### src/hdl/lobm_pkg.sv
// Shared types and constants of the order book matcher.
package lobm_pkg;
  localparam int unsigned BookDepth  = 16;
  localparam int unsigned IdxW       = $clog2(BookDepth);
  localparam int unsigned CntW       = $clog2(BookDepth + 1);
  localparam int unsigned MaxResults = 32;
  localparam int unsigned ResW       = $clog2(MaxResults + 1);

  localparam logic [1:0] StAccepted = 2'd0;
  localparam logic [1:0] StFull     = 2'd1;
  localparam logic [1:0] StTrade    = 2'd2;
  localparam logic [1:0] StNoTrade  = 2'd3;

  localparam logic FuncAdd   = 1'b0;
  localparam logic FuncMatch = 1'b1;
  localparam logic SideBuy   = 1'b0;
  localparam logic SideSell  = 1'b1;

  typedef struct packed {
    logic ins_bid;   // shift-insert the latched order into the bid chain
    logic ins_ask;   // shift-insert the latched order into the ask chain
    logic trade;     // reduce both heads by the lesser quantity, pop filled heads
  } lobm_cmd_t;

  typedef struct packed {
    logic        bid_full;
    logic        ask_full;
    logic        crossed;   // both sides nonempty and best bid >= best ask
    logic [15:0] match_qty;
    logic [15:0] ask_price;
  } lobm_stat_t;
endpackage

### src/hdl/lobm_datapath.sv
// Datapath of the order book matcher: the two sorted shift chains and the trade arithmetic.
module lobm_datapath (
  input  logic              clk_i,
  input  logic              rst_ni,
  input  lobm_pkg::lobm_cmd_t  cmd_i,
  input  logic [15:0]       price_i,
  input  logic [15:0]       qty_i,
  output lobm_pkg::lobm_stat_t stat_o
);
  import lobm_pkg::*;

  logic [15:0] bp_q [BookDepth];
  logic [15:0] bq_q [BookDepth];
  logic [15:0] ap_q [BookDepth];
  logic [15:0] aq_q [BookDepth];
  logic [CntW-1:0] bcnt_q, acnt_q;

  logic [15:0] m;
  logic        bid_fill, ask_fill;
  logic [BookDepth-1:0] bbeh, abeh;

  assign m        = (bq_q[0] < aq_q[0]) ? bq_q[0] : aq_q[0];
  assign bid_fill = (bq_q[0] == m);
  assign ask_fill = (aq_q[0] == m);

  always_comb begin
    for (int i = 0; i < BookDepth; i++) begin
      bbeh[i] = (CntW'(i) >= bcnt_q) || (bp_q[i] < price_i);
      abeh[i] = (CntW'(i) >= acnt_q) || (ap_q[i] > price_i);
    end
  end

  assign stat_o.bid_full  = (bcnt_q == CntW'(BookDepth));
  assign stat_o.ask_full  = (acnt_q == CntW'(BookDepth));
  assign stat_o.crossed   = (bcnt_q != '0) && (acnt_q != '0) && (bp_q[0] >= ap_q[0]);
  assign stat_o.match_qty = m;
  assign stat_o.ask_price = ap_q[0];

  always_ff @(posedge clk_i or negedge rst_ni) begin
    if (!rst_ni) begin
      bcnt_q <= '0;
      acnt_q <= '0;
    end else begin
      if (cmd_i.ins_bid) bcnt_q <= bcnt_q + 1'b1;
      else if (cmd_i.trade && bid_fill) bcnt_q <= bcnt_q - 1'b1;
      if (cmd_i.ins_ask) acnt_q <= acnt_q + 1'b1;
      else if (cmd_i.trade && ask_fill) acnt_q <= acnt_q - 1'b1;
    end
  end

  always_ff @(posedge clk_i) begin
    for (int i = 0; i < BookDepth; i++) begin
      if (cmd_i.ins_bid && bbeh[i]) begin
        if (i == 0 || !bbeh[(i == 0) ? 0 : i-1]) begin
          bp_q[i] <= price_i;
          bq_q[i] <= qty_i;
        end else begin
          bp_q[i] <= bp_q[(i == 0) ? 0 : i-1];
          bq_q[i] <= bq_q[(i == 0) ? 0 : i-1];
        end
      end else if (cmd_i.trade) begin
        if (bid_fill) begin
          if (i < BookDepth-1) begin
            bp_q[i] <= bp_q[(i < BookDepth-1) ? i+1 : i];
            bq_q[i] <= bq_q[(i < BookDepth-1) ? i+1 : i];
          end
        end else if (i == 0) begin
          bq_q[0] <= bq_q[0] - m;
        end
      end
      if (cmd_i.ins_ask && abeh[i]) begin
        if (i == 0 || !abeh[(i == 0) ? 0 : i-1]) begin
          ap_q[i] <= price_i;
          aq_q[i] <= qty_i;
        end else begin
          ap_q[i] <= ap_q[(i == 0) ? 0 : i-1];
          aq_q[i] <= aq_q[(i == 0) ? 0 : i-1];
        end
      end else if (cmd_i.trade) begin
        if (ask_fill) begin
          if (i < BookDepth-1) begin
            ap_q[i] <= ap_q[(i < BookDepth-1) ? i+1 : i];
            aq_q[i] <= aq_q[(i < BookDepth-1) ? i+1 : i];
          end
        end else if (i == 0) begin
          aq_q[0] <= aq_q[0] - m;
        end
      end
    end
  end
endmodule

### src/hdl/lobm_ctrl.sv
// Controller of the order book matcher: request sequencing and result register.
module lobm_ctrl (
  input  logic                 clk_i,
  input  logic                 rst_ni,
  input  logic                 s_valid_i,
  output logic                 s_ready_o,
  input  logic                 func_i,
  input  logic                 side_i,
  input  logic [15:0]          qty_i,
  output logic                 m_valid_o,
  input  logic                 m_ready_i,
  output logic [1:0]           status_o,
  output logic [15:0]          tqty_o,
  output logic [15:0]          tprice_o,
  output logic                 last_o,
  input  lobm_pkg::lobm_stat_t stat_i,
  output lobm_pkg::lobm_cmd_t  cmd_o
);
  import lobm_pkg::*;

  typedef enum logic [1:0] {S_IDLE, S_ADD, S_MATCH} state_e;
  state_e state_q;
  logic   side_q, qnz_q;
  logic [ResW-1:0] n_q;
  logic   ovalid_q;
  logic   free;

  assign free      = !ovalid_q || m_ready_i;
  assign s_ready_o = (state_q == S_IDLE);
  assign m_valid_o = ovalid_q;

  always_comb begin
    cmd_o = '0;
    if (state_q == S_ADD && free && qnz_q) begin
      cmd_o.ins_bid = (side_q == SideBuy) && !stat_i.bid_full;
      cmd_o.ins_ask = (side_q != SideBuy) && !stat_i.ask_full;
    end
    if (state_q == S_MATCH && free && stat_i.crossed && n_q < ResW'(MaxResults))
      cmd_o.trade = 1'b1;
  end

  always_ff @(posedge clk_i or negedge rst_ni) begin
    if (!rst_ni) begin
      state_q  <= S_IDLE;
      ovalid_q <= 1'b0;
      side_q   <= 1'b0;
      qnz_q    <= 1'b0;
      n_q      <= '0;
      status_o <= StAccepted;
      tqty_o   <= '0;
      tprice_o <= '0;
      last_o   <= 1'b0;
    end else begin
      if (ovalid_q && m_ready_i) ovalid_q <= 1'b0;
      case (state_q)
        S_IDLE: begin
          if (s_valid_i) begin
            side_q  <= side_i;
            qnz_q   <= (qty_i != '0);
            n_q     <= '0;
            state_q <= (func_i == FuncAdd) ? S_ADD : S_MATCH;
          end
        end
        S_ADD: begin
          if (free) begin
            ovalid_q <= 1'b1;
            status_o <= ((side_q == SideBuy) ? stat_i.bid_full : stat_i.ask_full)
                        ? StFull : StAccepted;
            tqty_o   <= '0;
            tprice_o <= '0;
            last_o   <= 1'b1;
            state_q  <= S_IDLE;
          end
        end
        S_MATCH: begin
          if (free) begin
            if (cmd_o.trade) begin
              // hold last low; the top level raises last once the book no longer crosses
              ovalid_q <= 1'b1;
              status_o <= StTrade;
              tqty_o   <= stat_i.match_qty;
              tprice_o <= stat_i.ask_price;
              last_o   <= 1'b0;
              n_q      <= n_q + 1'b1;
            end else begin
              if (n_q == '0) begin
                ovalid_q <= 1'b1;
                status_o <= StNoTrade;
                tqty_o   <= '0;
                tprice_o <= '0;
                last_o   <= 1'b1;
              end
              state_q <= S_IDLE;
            end
          end
        end
        default: state_q <= S_IDLE;
      endcase
    end
  end
endmodule

### src/hdl/limit_order_book_matcher_unit.sv
// Top level of the limit order book matcher.
// Single-instrument order book: bids sorted by descending price, asks by ascending price,
// equal prices in arrival order, each side a shift chain of BookDepth entries. An add request
// is latched, then shift-inserted, and returns one result. A match request is latched, then
// trades the heads (head compare and subtract) while the book crosses, then detects the end
// of the crossing (emitting the no-trade result when no trade happened); it returns one
// no-trade result, or one result per trade (at most MaxResults) with last on the final one
// unless the MaxResults limit ends the pass while the book still crosses. Output stalls hold
// the sequencer. No requests are taken while one is in progress.
module limit_order_book_matcher_unit (
  input  logic        clk_i,
  input  logic        rst_ni,
  input  logic        s_axis_tvalid,
  output logic        s_axis_tready,
  input  logic [31:0] s_axis_tdata,   // [15:0] quantity, [31:16] price
  input  logic [1:0]  s_axis_tuser,   // [0] func, [1] side
  output logic        m_axis_tvalid,
  input  logic        m_axis_tready,
  output logic [31:0] m_axis_tdata,   // [15:0] trade_quantity, [31:16] trade_price
  output logic [1:0]  m_axis_tuser,   // [1:0] status
  output logic        m_axis_tlast
);
  import lobm_pkg::*;

  lobm_cmd_t   cmd;
  lobm_stat_t  stat;
  logic [15:0] price_q, qty_q, tq, tp;
  logic [1:0]  st;
  logic        last_w;
  logic        last_fix;

  // hold the order payload for the insert cycle
  always_ff @(posedge clk_i) begin
    if (s_axis_tvalid && s_axis_tready) begin
      qty_q   <= s_axis_tdata[15:0];
      price_q <= s_axis_tdata[31:16];
    end
  end

  lobm_ctrl u_ctrl (
    .clk_i, .rst_ni,
    .s_valid_i(s_axis_tvalid), .s_ready_o(s_axis_tready),
    .func_i(s_axis_tuser[0]), .side_i(s_axis_tuser[1]), .qty_i(s_axis_tdata[15:0]),
    .m_valid_o(m_axis_tvalid), .m_ready_i(m_axis_tready),
    .status_o(st), .tqty_o(tq), .tprice_o(tp), .last_o(last_w),
    .stat_i(stat), .cmd_o(cmd)
  );

  lobm_datapath u_dp (
    .clk_i, .rst_ni, .cmd_i(cmd), .price_i(price_q), .qty_i(qty_q), .stat_o(stat)
  );

  // the book already holds the post-trade state while a trade is shown: if it no longer
  // crosses, that trade ends the pass, so raise last
  assign last_fix = (st == StTrade) && !stat.crossed && !cmd.trade;

  assign m_axis_tdata = {tp, tq};
  assign m_axis_tuser = st;
  assign m_axis_tlast = last_w || last_fix;

`ifndef SYNTH
  a_no_dual_insert: assert property (@(posedge clk_i) disable iff (!rst_ni)
    !(cmd.ins_bid && cmd.ins_ask)) else $error("dual insert");
  a_trade_qty: assert property (@(posedge clk_i) disable iff (!rst_ni)
    (m_axis_tvalid && st == StTrade) |-> (tq != '0)) else $error("empty trade");
  a_idle_quiet: assert property (@(posedge clk_i) disable iff (!rst_ni)
    s_axis_tready |-> !cmd.trade) else $error("trade while idle");
`endif
endmodule
### config.mk
export PLATFORM = sky130hd
export DESIGN_NAME = limit_order_book_matcher_unit
export DESIGN_NICKNAME = d
export VERILOG_FILES = /design/src/hdl/lobm_pkg.sv /design/src/hdl/lobm_datapath.sv /design/src/hdl/lobm_ctrl.sv /design/src/hdl/limit_order_book_matcher_unit.sv
export SDC_FILE = /design/constraint.sdc
export NUM_CORES = 2
export LEC_CHECK = 0
export ABC_CLOCK_PERIOD_IN_PS = 17000
export CELL_PAD_IN_SITES_DETAIL_PLACEMENT = 0
export CELL_PAD_IN_SITES_GLOBAL_PLACEMENT = 2
export CORE_MARGIN = 3
export CORE_UTILIZATION = 45
export DETAILED_ROUTE_END_ITERATION = 12
export DONT_BUFFER_PORTS = 1
export PLACE_DENSITY_LB_ADDON = 0.1
export SYNTH_ARGS = -nofsm -noshare
export SYNTH_HDL_FRONTEND = slang
export SYNTH_SLANG_ARGS = --single-unit
export TNS_END_PERCENT = 5
### constraint.sdc
create_clock -name clk_i -period 17 [get_ports clk_i]
set_clock_uncertainty 0.15 [all_clocks]
set_input_delay 5.1 -clock clk_i [delete_from_list [all_inputs] [get_ports clk_i]]
set_output_delay 5.1 -clock clk_i [all_outputs]
set_load 0.01 [all_outputs]
==> results.sh <==
export IMPL_status="complete, no violations"
export IMPL_synth_async_reset_ratio_pct=5.04
export IMPL_crit_required_ps=11750
export IMPL_hpwl_um=165000
export IMPL_layout_drive_gt1_share_pct=11.9
export IMPL_synth_cell_types=95
export IMPL_die_h_um=394
export IMPL_relSlewSlack_pct=18.1
export IMPL_criticalPathCategory="reg2out"
export IMPL_via_per_inst=6.39
export IMPL_critPathMaxFanout=3
export IMPL_layout_setup_ws_ps=8220
export IMPL_grt_overflow=0
export IMPL_synth_enable_flop_cells=1056
export IMPL_synth_area_leader_cell="edfxtp_1"
export IMPL_seqCellArea_sq_um=33100
export IMPL_r2r_slack_ps=9420
export IMPL_cp_num_buf_inv=1
export IMPL_htree_levels=4
export IMPL_multi_input_area_sq_um=32400
export IMPL_period_needed_ps=8780
export IMPL_pre_cts_slack_ps=7880
export IMPL_tightest_slew_ps=1220
export IMPL_initial_core_util_pct=45.6
export IMPL_critPathMaxStageDelay_ps=620
export IMPL_cts_resized=0
export IMPL_place_congestion=0.872
export IMPL_cts_buffers=137
export IMPL_cp_cell_sequence="inv_1 -> ha_1 -> a21oi_1 -> o21ai_0 -> a41oi_1 -> a21bo_2 -> nand2_1 -> nand2_1 -> nand3b_1 -> nand2_1"
export IMPL_end_kind="output pin"
export IMPL_fin_nets=6582
export IMPL_startpoint_type="flip-flop"
export IMPL_cts_tree="done"
export IMPL_syn2layout_area_growth_pct=9.89
export IMPL_ys_seq_area_share_pct=48.8
export IMPL_cts_hold_buf=0
export IMPL_cts_setup_buffers=0
export IMPL_worstHoldStart="u_ctrl.n_q[5]"
export IMPL_dr_total_vias=51600
export IMPL_critPathArrivalTime_ps=3530
export IMPL_synth_flop_cell="edfxtp_1"
export IMPL_core_rowCount=141
export IMPL_clk_latency_ps=770
export IMPL_grt_setup_unrepaired="false"
export IMPL_critPathTopFamily="compound AO/OA/AOI/OAI gates"
export IMPL_path_common_cell="nand2_1"
export IMPL_nFillCells=13400
export IMPL_die_x_um=394
export IMPL_yosys_top_cells_area="edfxtp_1 47%, ha_1 11%, mux2i_1 4.2%, a21oi_1 4.0%, mux2_2 3.7%"
export IMPL_reg2reg_depth=16
export IMPL_vdd_ir_drop_max_mv=0.0932
export IMPL_slowest_stage="a41oi_1"
export IMPL_hold_violations=0
export IMPL_routed_wirelength_um=238000
export IMPL_track_usage_pct=29.8
export IMPL_yosysWarningCount=0
export IMPL_p_per_area_nw_per_um2=150
export IMPL_final_setup_tns_ps=0
export IMPL_synth_cells=6092
export IMPL_synth_avg_cell_area_sq_um=11.1
export IMPL_synth_area_sq_um=67900
export IMPL_clock_path_buffers=3
export IMPL_clk_pin_slew_ps=60
export IMPL_antenna_left=0
export IMPL_holdPathEnd="u_ctrl.n_q[5]"
export IMPL_grt_pass1_wl_um=348000
export IMPL_netlist_area_leader_share_pct=46.7
export IMPL_first_iter_violations=5156
export IMPL_io_buffers=0
export IMPL_avgRoutedWirePerCell_um=29.5
export IMPL_dr_pass1_iters=6
export IMPL_cts_root_buf="clkbuf_16"
export IMPL_max_clock_freq_mhz=114
export IMPL_min_path_cells=2
export IMPL_ys_seq_elements=1112
export IMPL_drv_cap=0
export IMPL_synth_nets=6704
export IMPL_route_detailed_drc=0
export IMPL_grt_max_degree=65
export IMPL_setup_viol=0
export IMPL_hold_path_class="reg2reg"
export IMPL_grt_pass1_vias=49900
export IMPL_maxSlewViolCount=0
export IMPL_p_leak_nw=28.8
export IMPL_worst_r2r_endpoint="u_dp.bp_q[3][12]"
export IMPL_rr_startpoint="u_dp.aq_q[0][5]"
export IMPL_antenna_found_initial=7
export IMPL_core_area_sq_um=149000
export IMPL_period_share_pct=51.6
export IMPL_clock_sinks=1112
export IMPL_dieArea_sq_um=156000
export IMPL_io_pins=75
-- worst reg2reg max path, delay by kind of cell, from the launching register on --
kind / cells / cell delay [ps]
AOI/OAI and AO/OA: 7 / 2980
adders and majority gates: 2 / 560
buffers and inverters: 2 / 710
DFF: 1 / 490
and+or+nand+nor: 5 / 2430
-- stage by stage --
| stage | cell area, sq um | power, W | hold WS [ps] | utilization [%] | cells |
|---|---|---|---|---|---|
| after floorplan | 67900 | 0.00680 | 300 | - | 6092 |
| after global placement | 70200 | 0.00821 | 321 | 47.2 | 7833 |
| after detailed placement | 70200 | 0.00830 | 324 | 47.2 | 7833 |
| after CTS | 74600 | 0.0112 | 337 | 50.2 | 8083 |
| after global routing | 74600 | 0.0118 | 358 | 50.2 | 8083 |
| final | 74600 | 0.0112 | 337 | 50.2 | 8084 |
-- synthesized netlist by cell type, types with 41 or more instances --
master and instances:
a211oi_1 43, a21o_1 90, a21oi_1 538, a221o_1 201, a22oi_1 207, a31oi_1 65
and2_1 44, buf_2 163, clkbuf_1 223, dfrtp_1 56, edfxtp_1 1056, ha_1 572
inv_1 223, mux2_1 46, mux2_2 222, mux2i_1 285, nand2_1 327, nand3_1 68
nand4_1 71, nor2_1 580, nor3_1 50, o21a_1 41, o21ai_0 157, o31ai_1 211
or3_1 42
-- report_power, final --
group | internal (W) | switching, W
registers | 0.00378 | 0.000444
clock network | 0.00170 | 0.00123
logic | 0.00151 | 0.00256
total | 0.00699 | 0.00423
-- flip-flops by register name (all words and copies together) (netlist names), 6 cells and up --
name and count:
u_dp.ap_q 256, price_q 16, u_ctrl.tprice_o 16, qty_q 16, u_ctrl.tqty_o 16, u_ctrl.n_q 6, u_dp.bq_q 256, u_dp.bp_q 256
u_dp.aq_q 256
-- worst max-delay path by stage --
stage / startpoint / endpoint / slack [ps] / depth (start not counted)
detailed placement: m_axis_tready / u_dp.bq_q[1][39] / 7880 / 7
global placement: m_axis_tready / u_dp.bq_q[1][36] / 8020 / 7
floorplan: m_axis_tready / u_dp.bp_q[1][0] / 7940 / 6
CTS: u_dp.ap_q[0][2] / m_axis_tlast / 8190 / 10
finish: u_dp.ap_q[0][2] / m_axis_tlast / 8220 / 10
global route: u_dp.ap_q[0][2] / m_axis_tlast / 8120 / 10
-- kinds of logic (layout without fill, tap and decap cells) --
family | Yosys count | after routing | synth area share, %
compound gates | 1799 | 1799 | 18.4
xor+xnor | 33 | 33 | 0.426
fa+ha+maj | 574 | 574 | 10.6
buf+inv | 673 | 662 | 4.09
flops | 1112 | 1112 | 48.8
mux | 553 | 553 | 8.65
other cells | 0 | 1 | 0
simple gates | 1348 | 1348 | 9.01
-- cells in the final DEF, fill, tap and decap left out, types with 16 or more instances in the layout --
cell | Yosys | routed
mux2_2 | 222 | 222
dfrtp_1 | 56 | 56
a22o_1 | 16 | 16
o21ai_1 | 22 | 23
o22ai_1 | 35 | 35
inv_1 | 223 | 222
edfxtp_1 | 1056 | 1056
nand3_1 | 68 | 63
a221o_1 | 201 | 201
ha_1 | 572 | 572
a211oi_1 | 43 | 42
a21o_1 | 90 | 90
and3_1 | 40 | 39
nand2b_1 | 26 | 24
clkbuf_16 | 0 | 139
nand2_1 | 327 | 327
a21oi_1 | 538 | 531
o21a_1 | 41 | 41
a31oi_1 | 65 | 65
inv_2 | 0 | 16
mux2i_1 | 285 | 283
buf_4 | 10 | 162
clkbuf_1 | 223 | 31
nor2b_1 | 37 | 36
o211ai_1 | 24 | 24
and2_1 | 44 | 42
clkinv_1 | 27 | 42
a22oi_1 | 207 | 206
nand4_1 | 71 | 71
or3_1 | 42 | 41
mux2_1 | 46 | 46
xnor2_1 | 19 | 19
o31ai_1 | 211 | 211
o221a_2 | 36 | 36
nor2_1 | 580 | 568
o21ai_0 | 157 | 147
clkinv_2 | 0 | 21
nor3_1 | 50 | 49
-- cell type report --
cell class / count / area share [%]
Sequential cell: 1112 / 44.4
Multi-Input combinational cell: 4307 / 43.4
Clock buffer: 172 / 4.86
Tap cell: 2002 / 3.36
Timing Repair Buffer: 162 / 1.63
Inverter: 250 / 1.26
Clock inverter: 78 / 1.07
Antenna cell: 1 / 0.00335
-- per-layer routing --
metal | global-route usage (%) | vias up | wire, um
met1 | 42.5 | 25800 | 107000
met4 | 10.3 | 6 | 8710
li1 | - | 23300 | -
met2 | 46.5 | 2060 | 106000
met5 | 0 | - | 37
met3 | 4.20 | 410 | 15900
Power figures use the tool's default switching activity.
